## config.mk

```make
export PLATFORM = sky130hd
export DESIGN_NAME = mpfb_ctrl
export DESIGN_NICKNAME = d
export VERILOG_FILES = /design/src/sv/mpfb_pkg.sv /design/src/sv/mpfb_ctrl.sv
export VERILOG_INCLUDE_DIRS = /design/src /design/src/sv
export SDC_FILE = /design/constraint.sdc
export NUM_CORES = 1
export LEC_CHECK = 0
export ABC_CLOCK_PERIOD_IN_PS = 1300
export BUFFER_PORTS_ARGS = -buffer_cell sky130_fd_sc_hd__buf_2
export CAP_MARGIN = 20
export CORE_AREA = 2 2 39 41
export CTS_CLUSTER_SIZE = 28
export DETAILED_ROUTE_END_ITERATION = 10
export DIE_AREA = 0 0 41 43
export GPL_TIMING_DRIVEN = 1
export PLACE_DENSITY = 0.57
export SKIP_LAST_GASP = 1
export SYNTH_ARGS = -nofsm -noshare
export SYNTH_HDL_FRONTEND = slang
export SYNTH_SLANG_ARGS = --single-unit
```

## constraint.sdc

```tcl
create_clock -name clk_i -period 1.3 [get_ports clk_i]
set_clock_uncertainty 0.05 [all_clocks]
set_input_delay 0.26 -clock clk_i [delete_from_list [all_inputs] [get_ports clk_i]]
set_output_delay 0.26 -clock clk_i [all_outputs]
set_load 0.05 [all_outputs]
```

## src/sv/mono_page_framebuffer_draw_defines.svh

```systemverilog
// ----------------------------------------------------------------------------
// Assertion macros for the page-packed frame buffer
// Shared clocked assertion forms, sampled on clk_i with reset masked.
// ----------------------------------------------------------------------------
`ifndef MONO_PAGE_FRAMEBUFFER_DRAW_DEFINES_SVH
`define MONO_PAGE_FRAMEBUFFER_DRAW_DEFINES_SVH

// prop must hold at every clock edge outside reset
`define MPFB_ASSERT(label, prop, msg) \
  label: assert property (@(posedge clk_i) disable iff (!rst_ni) (prop)) else $error(msg);

// cond must never be true at a clock edge outside reset
`define MPFB_ASSERT_NEVER(label, cond, msg) \
  label: assert property (@(posedge clk_i) disable iff (!rst_ni) !(cond)) else $error(msg);

`endif

```

## src/sv/mpfb_pkg.sv

```systemverilog
// ----------------------------------------------------------------------------
// mpfb_pkg
// Shared constants, operation codes and controller/datapath types.
// ----------------------------------------------------------------------------
package mpfb_pkg;

  localparam int DISPLAY_WIDTH_DEF  = 128;
  localparam int DISPLAY_HEIGHT_DEF = 64;

  localparam logic [2:0] KIND_WR_PIX = 3'd0;
  localparam logic [2:0] KIND_RD_PIX = 3'd1;
  localparam logic [2:0] KIND_FILL   = 3'd2;
  localparam logic [2:0] KIND_CLEAR  = 3'd3;
  localparam logic [2:0] KIND_RD_BYTE = 3'd4;

  typedef enum logic [2:0] {
    ST_INIT,
    ST_IDLE,
    ST_RMW,
    ST_FILL_RD,
    ST_FILL_WR,
    ST_CLEAR,
    ST_DONE
  } ctrl_state_e;

  typedef struct packed {
    logic load;
    logic rmw;
    logic fill_rd;
    logic fill_wr;
    logic sweep;
    logic out_load;
  } cmd_t;

  typedef struct packed {
    logic [2:0] in_kind;
    logic       in_fill_go;
    logic       sweep_last;
    logic       fill_last;
  } stat_t;

endpackage

```

## src/sv/mpfb_ctrl.sv

```systemverilog
// ----------------------------------------------------------------------------
// mpfb_ctrl
// Sequencer for accept, read-modify-write, fill walk, clear sweep and result.
// ----------------------------------------------------------------------------
`include "mono_page_framebuffer_draw_defines.svh"

module mpfb_ctrl (
  input  logic             clk_i,
  input  logic             rst_ni,
  input  logic             in_valid_i,
  output logic             in_ready_o,
  output logic             out_valid_o,
  input  logic             out_ready_i,
  input  mpfb_pkg::stat_t  stat_i,
  output mpfb_pkg::cmd_t   cmd_o
);

  mpfb_pkg::ctrl_state_e state_q, state_d;
  logic                  out_valid_q, out_valid_d;
  logic                  out_free;

  assign out_free = !out_valid_q || out_ready_i;

  always_ff @(posedge clk_i or negedge rst_ni) begin
    if (!rst_ni) begin
      state_q     <= mpfb_pkg::ST_INIT;
      out_valid_q <= 1'b0;
    end else begin
      state_q     <= state_d;
      out_valid_q <= out_valid_d;
    end
  end

  always_comb begin
    state_d    = state_q;
    cmd_o      = '0;
    in_ready_o = 1'b0;
    unique case (state_q)
      mpfb_pkg::ST_INIT: begin
        cmd_o.sweep = 1'b1;
        if (stat_i.sweep_last) begin
          state_d = mpfb_pkg::ST_IDLE;
        end
      end
      mpfb_pkg::ST_IDLE: begin
        in_ready_o = 1'b1;
        if (in_valid_i) begin
          cmd_o.load = 1'b1;
          unique case (stat_i.in_kind)
            mpfb_pkg::KIND_WR_PIX,
            mpfb_pkg::KIND_RD_PIX,
            mpfb_pkg::KIND_RD_BYTE: state_d = mpfb_pkg::ST_RMW;
            mpfb_pkg::KIND_FILL:    state_d = stat_i.in_fill_go ? mpfb_pkg::ST_FILL_RD :
                                                                  mpfb_pkg::ST_DONE;
            mpfb_pkg::KIND_CLEAR:   state_d = mpfb_pkg::ST_CLEAR;
            default:                state_d = mpfb_pkg::ST_DONE;
          endcase
        end
      end
      mpfb_pkg::ST_RMW: begin
        cmd_o.rmw = 1'b1;
        if (out_free) begin
          cmd_o.out_load = 1'b1;
          state_d        = mpfb_pkg::ST_IDLE;
        end else begin
          state_d = mpfb_pkg::ST_DONE;
        end
      end
      mpfb_pkg::ST_FILL_RD: begin
        cmd_o.fill_rd = 1'b1;
        state_d       = mpfb_pkg::ST_FILL_WR;
      end
      mpfb_pkg::ST_FILL_WR: begin
        cmd_o.fill_wr = 1'b1;
        state_d       = stat_i.fill_last ? mpfb_pkg::ST_DONE : mpfb_pkg::ST_FILL_RD;
      end
      mpfb_pkg::ST_CLEAR: begin
        cmd_o.sweep = 1'b1;
        if (stat_i.sweep_last) begin
          state_d = mpfb_pkg::ST_DONE;
        end
      end
      mpfb_pkg::ST_DONE: begin
        if (out_free) begin
          cmd_o.out_load = 1'b1;
          state_d        = mpfb_pkg::ST_IDLE;
        end
      end
      default: begin
        state_d = mpfb_pkg::ST_IDLE;
      end
    endcase
  end

  always_comb begin
    out_valid_d = out_valid_q;
    if (cmd_o.out_load) begin
      out_valid_d = 1'b1;
    end else if (out_ready_i) begin
      out_valid_d = 1'b0;
    end
  end

  assign out_valid_o = out_valid_q;

  `MPFB_ASSERT(a_load_into_free, cmd_o.out_load |-> (!out_valid_q || out_ready_i), "result overwrote pending transaction")
  `MPFB_ASSERT_NEVER(a_no_accept_in_sweep, cmd_o.sweep && in_ready_o, "accept during clear sweep")
  `MPFB_ASSERT(a_wr_after_rd, cmd_o.fill_wr |-> $past(cmd_o.fill_rd), "fill write without read")
  `MPFB_ASSERT(a_one_at_a_time, (in_valid_i && in_ready_o) |=> !in_ready_o, "back to back accept")

endmodule

```

==> results_dict.tcl, run 1 <==
set metrics [dict create \
    p_per_area_nw_per_um2 2600 \
    nNetsFinal 88 \
    end_kind "output pin" \
    wl_met3_um 50 \
    critPathMaxFanout 7 \
    htreeDepth 1 \
    dieArea_sq_um 1760 \
    r2r-start "state_q[1]" \
    critPathKind "register to output pin" \
    drv_cap 0 \
    multi_input_area_sq_um 348 \
    cts_tree "built" \
    clk_path_buf_depth 2 \
    instances_no_fill 92 \
    rr_worst_depth 5 \
    clkTransAtPathRegs_ps 40 \
    swShare_pct 48.2 \
    wl_met2_um 603 \
    root_buffer "clkbuf_4" \
    portBuffers 17 \
    synthToLayoutAreaGrowth_pct 89.3 \
    routed-via-count 441 \
    rrSetupSlack_ps -40 \
    num_rows 14 \
    setup_viol 9 \
    status "finished, violations left" \
    seq_area_sq_um 105 \
    grt_pass1_wl_mm 1.80 \
    critPathLaunch "state_q[1]" \
    numCtsBuffers 3 \
    insertedDiodeCount 0 \
    p_switching_w 0.000941 \
    drive_above_1_share_pct 71.1 \
    power_leakage_nw 0.332 \
    p_seq_share_pct 14.2 \
    setup_tns_ps -1430 \
    drc 0 \
    gp_congestion 0.749 \
    finalPower_w 0.00195 \
    slew_violations 0 \
    synth.distinct_cells 25 \
    synth_warnings 0 \
    ys_seq_area_share_pct 25.2 \
    intPower_w 0.00101 \
    critPathSlowestCell "dfrtp_2" \
    grt_pass1_vias 442 \
    initial_core_util_pct 28.7 \
    layout_common_cells "10 x buf_2, 10 x buf_4, 5 x buf_6, 4 x dfrtp_2, 4 x buf_8" \
    hold_path.class "primary input to async pin" \
    tightest_slew_ps 249 \
    finalCritPeriodShare_pct 117 \
    violations "negative setup slack" \
    die_h_um 43 \
    dp_hpwl_um 837 \
    grt_usage_pct 14.9 \
    dp_cells 83 \
    setup_ws_ps -226 \
    slew_headroom_pct 83.4 \
    ir_worst_vdd_uv 969 \
    via_per_inst 4.79 \
    combPwrFrac_pct 77.6 \
    fin_crit_ps 1530 \
    fmax_ghz 0.655 \
    wl_per_cell_um 12.0 \
    drt-initial-drc-count 2 \
    timing.rr.end "state_q[0]" \
    whs_ps 299 \
    final_cell_area_sq_um 751 \
    topRoutingLayerUsed "met3" \
    dr.pass1.iters 2 \
    pwr-share-clk_pct 8.2 \
    wl_mm 1.11 \
    start_kind "register" \
    grt-ovfl-total 0 \
    place_area_sq_um 566 \
    nFillCells 124 \
    ys_seq_elements 4 \
    synth.cell_area_sq_um 397 \
    grt_max_degree 11 \
    wl_met1_um 453 \
    rsz0062_at_grt "yes" \
    arrival_ps 1220 \
    die_w_um 41 \
    slowest_delay_ps 450 \
    io_pins 18 \
    syn_nets 57 \
    core-area_sq_um 1380 \
    antenna_found_initial 0 \
    syn_inst 47 \
    syn_avg_cell_area_sq_um 8.44 \
    critPathRequiredTime_ps 990 \
    worstPathCellList "nor3b_4, and2_4, buf_8" \
    clkSinkCount 4 \
    hold_violations 0 \
    antenna_left 0 \
    clock_latency_ps 240 \
]
## state kept, by name, summed over array words and instances, names as in the netlist
signal / cells
out_valid_o: 1
state_q: 3
## worst max-delay path by stage
stage                     depth (start not counted)        to
after floorplan                                   2  cmd_o[5]
after detailed placement                          3  cmd_o[5]
final                                             3  cmd_o[5]
after CTS                                         3  cmd_o[1]
after global placement                            3  cmd_o[3]
after global routing                              3  cmd_o[5]
## worst max-delay path: cells and delay by family, from the launching register on
kind	cells	cell delay, ps
buf+inv	1	130
simple gates	2	390
flops	1	450
## power groups by stage
stage          Clock, W  Sequential, W  Combinational, W
2_1_floorplan         0       0.000273          0.000916
3_3_place_gp          0       0.000274           0.00114
3_5_place_dp          0       0.000277           0.00114
4_1_cts        0.000166       0.000283           0.00143
5_1_grt        0.000179       0.000285           0.00162
6_report       0.000160       0.000278           0.00152
## synthesized netlist by cell type
cell type,number,area (sq um)
a21oi_1,4,20.0
a31oi_1,1,6.26
a31oi_4,1,21.3
and2_1,3,18.8
buf_2,1,5.00
buf_4,1,7.51
buf_6,2,22.5
dfrtp_1,4,100
inv_1,1,3.75
nand2_1,3,11.3
nand2b_1,5,31.3
nor2_1,2,7.51
nor2_2,1,6.26
nor2b_1,4,25.0
nor2b_4,1,13.8
nor3_1,3,15.0
nor3b_2,1,12.5
o211a_1,1,10.0
o211ai_1,2,15.0
o21ai_0,1,5.00
o21ai_1,1,5.00
o21ai_2,1,8.76
o22ai_1,1,6.26
o32a_1,1,10.0
o32ai_1,1,8.76
## area by class of cell
type / instances / share of cell area (%)
tap: 16 / 2.67
inverter: 1 / 0.500
clock buffer: 3 / 3.00
multi-input combinational: 38 / 46.3
sequential: 4 / 14.0
timing repair buffer: 30 / 33.5
## per-layer routing
layer	global-route usage, %	vias up
li1	-	226
met1	19.0	201
met2	22.5	14
met3	5.24	0
met4	5.33	0
met5	0	-
## metrics by stage
step | util (%) | worst slack (ps)
2_1_floorplan | - | -345
3_3_place_gp | 40.9 | -131
3_5_place_dp | 40.9 | -154
4_1_cts | 51.7 | -249
5_1_grt | 54.2 | -266
6_report | 54.2 | -226
## kinds of logic after synthesis
group	synth area share, %
simple gates	35.6
buf+inv	9.78
flops	25.2
compound gates	29.3
## timing repair
| action | CTS | global route |
|---|---|---|
| pin swaps | 7 | 5 |
| gates resized for setup | 28 | 4 |
| hold buffers | 1 | 0 |
| setup endpoints to repair | 9 | 10 |
| gates cloned | 0 | 0 |
| hold endpoints to repair | 4 | 0 |
| setup buffers | 4 | 2 |
Power figures use the tool's default switching activity.
==> run 2, diff against run 1 <==
--- a/config.mk
+++ b/config.mk
@@ -6,7 +6,7 @@
 export SDC_FILE = /design/constraint.sdc
 export NUM_CORES = 1
 export LEC_CHECK = 0
-export ABC_CLOCK_PERIOD_IN_PS = 1300
+export ABC_CLOCK_PERIOD_IN_PS = 1200
 export BUFFER_PORTS_ARGS = -buffer_cell sky130_fd_sc_hd__buf_2
 export CAP_MARGIN = 20
 export CORE_AREA = 2 2 39 41
==> constraint.sdc (replaced) <==
create_clock -name clk_i -period 1.2 [get_ports clk_i]
set_clock_uncertainty 0.05 [all_clocks]
set_input_delay 0.24 -clock clk_i [delete_from_list [all_inputs] [get_ports clk_i]]
set_output_delay 0.24 -clock clk_i [all_outputs]
set_load 0.05 [all_outputs]
==> run 2 against run 1 <==
Core utilization is 1.4 points higher. Sequential share of layout area is 0.34 points lower. Non-clock buffer count is 3 higher. Register-to-register slack worse by 190 ps. Sequential power is 13% higher. Clock power is 2% higher. The flow still finishes with violations (negative setup slack). Worst setup slack worse by 92 ps. Critical path depth stayed put.
==> results_dict.tcl, run 2 (synthesis results as in run 1) <==
set metrics [dict create \
    status "finished, violations left" \
    violations "negative setup slack" \
    critPathMaxFanout 5 \
    wl_per_cell_um 11.5 \
    antenna_found_initial 0 \
    die_h_um 43 \
    io_pins 18 \
    tightest_slew_ps 247 \
    wl_mm 1.09 \
    slew_headroom_pct 83.7 \
    p_per_area_nw_per_um2 2790 \
    timing.rr.end "state_q[2]" \
    drv_cap 0 \
    grt_max_degree 10 \
    clk_path_buf_depth 2 \
    htreeDepth 1 \
    clock_latency_ps 230 \
    largest_reg_flops 3 \
    critPathRequiredTime_ps 910 \
    r2r-start "state_q[2]" \
    worstPathCellList "nor3b_4, and2_4, buf_8" \
    numCtsBuffers 3 \
    hold_path.class "primary input to async pin" \
    fin_crit_ps 1520 \
    rsz0062_at_grt "yes" \
    whs_ps 290 \
    layout_common_cells "12 x buf_4, 10 x buf_2, 6 x buf_6" \
    p_switching_w 0.00101 \
    layout_commonest_cell "buf_4" \
    critPathKind "register to output pin" \
    clkTransAtPathRegs_ps 40 \
    hold_violations 0 \
    p_seq_share_pct 14.6 \
    slowest_delay_ps 460 \
    power_leakage_nw 0.345 \
    dp_hpwl_um 780 \
    nFillCells 126 \
    critPathLaunch "state_q[2]" \
    antenna_left 0 \
    pwr-share-clk_pct 7.6 \
    rr_worst_depth 6 \
    setup_viol 10 \
    grt-ovfl-total 0 \
    drt-initial-drc-count 8 \
    drive_above_1_share_pct 69.6 \
    num_rows 14 \
    critPathSlowestCell "dfrtp_2" \
    synthToLayoutAreaGrowth_pct 94.0 \
    slew_violations 0 \
    core-area_sq_um 1380 \
    drc 0 \
    insertedDiodeCount 0 \
    grt_pass1_wl_mm 1.82 \
    dp_slack_ps -208 \
    dr.pass1.iters 4 \
    top_register "state_q" \
    gp_congestion 0.765 \
    grt_usage_pct 15.1 \
    finalCritPeriodShare_pct 127 \
    root_buffer "clkbuf_4" \
    rrSetupSlack_ps -230 \
    arrival_ps 1230 \
    multi_input_area_sq_um 340 \
    nNetsFinal 91 \
    seq_area_sq_um 105 \
    via_per_inst 4.89 \
    swShare_pct 47.1 \
    cts_tree "built" \
    setup_ws_ps -319 \
    die_w_um 41 \
    endpoint "cmd_o[5]" \
    start_kind "register" \
    initial_core_util_pct 28.7 \
    portBuffers 17 \
    ir_worst_vdd_uv 1430 \
    fmax_ghz 0.659 \
    clkSinkCount 4 \
    dieArea_sq_um 1760 \
    grt_pass1_vias 452 \
    end_kind "output pin" \
    intPower_w 0.00114 \
    combPwrFrac_pct 77.8 \
    routed-via-count 465 \
]
-- run 2: worst min path at each step --
| stage | start | cells past startpoint | to | slack (ps) |
|---|---|---|---|---|
| finish | rst_ni | 2 | state_q[1] | 290 |
| global route | rst_ni | 2 | state_q[1] | 290 |
| CTS | rst_ni | 2 | state_q[1] | 280 |
| detailed placement | rst_ni | 1 | state_q[1] | 0.1 |
| global placement | rst_ni | 1 | state_q[1] | -2 |
| floorplan | rst_ni | 0 | out_valid_o | -110 |
-- run 2: routing by layer --
| metal | vias to the layer above | track usage, % | share of wire (%) |
|---|---|---|---|
| li1 | 231 | - | - |
| met1 | 217 | 19.6 | 46 |
| met2 | 17 | 21.6 | 49 |
| met3 | 0 | 6.81 | 5.7 |
| met4 | 0 | 5.33 | 0 |
| met5 | - | 0 | 0 |
-- run 2: metrics by stage --
stage | instance area (sq um) | utilization, % | std cells | power, W | TNS [ps]
6_report | 769 | 55.6 | 95 | 0.00215 | -2400
5_1_grt | 769 | 55.6 | 95 | 0.00231 | -3040
2_1_floorplan | 467 | - | 47 | 0.00134 | -1110
3_3_place_gp | 602 | 43.5 | 86 | 0.00160 | -1670
4_1_cts | 739 | 53.4 | 92 | 0.00208 | -2430
3_5_place_dp | 602 | 43.5 | 86 | 0.00160 | -1700
-- run 2: critical path: cells and delay by family, from the launching register on --
family,cells,cell delay (ps)
DFF,1,460
and+or+nand+nor,2,400
buffers and inverters,1,130
-- run 2: area by class of cell --
class,count,area share (%)
multi-input cells,38,44.2
repair buffers,33,36.1
flip-flops and latches,4,13.7
clock buffers,3,2.93
well taps,16,2.60
inverters,1,0.488
-- run 2: power groups by stage --
stage               logic (W)  clock network (W)  registers [W]
finish                0.00167           0.000164       0.000313
global route          0.00179           0.000195       0.000320
CTS                   0.00159           0.000172       0.000316
detailed placement    0.00130                  0       0.000296
global placement      0.00130                  0       0.000298
floorplan             0.00104                  0       0.000299
-- run 2: timing repair --
item / 4_1_cts / 5_1_grt
setup endpoints to repair: 10 / 10
buffers inserted: 2 / 4
endpoints found under the hold margin: 4 / 0
pin swaps: 5 / 3
hold buffers: 1 / 0
resized for setup: 25 / 3
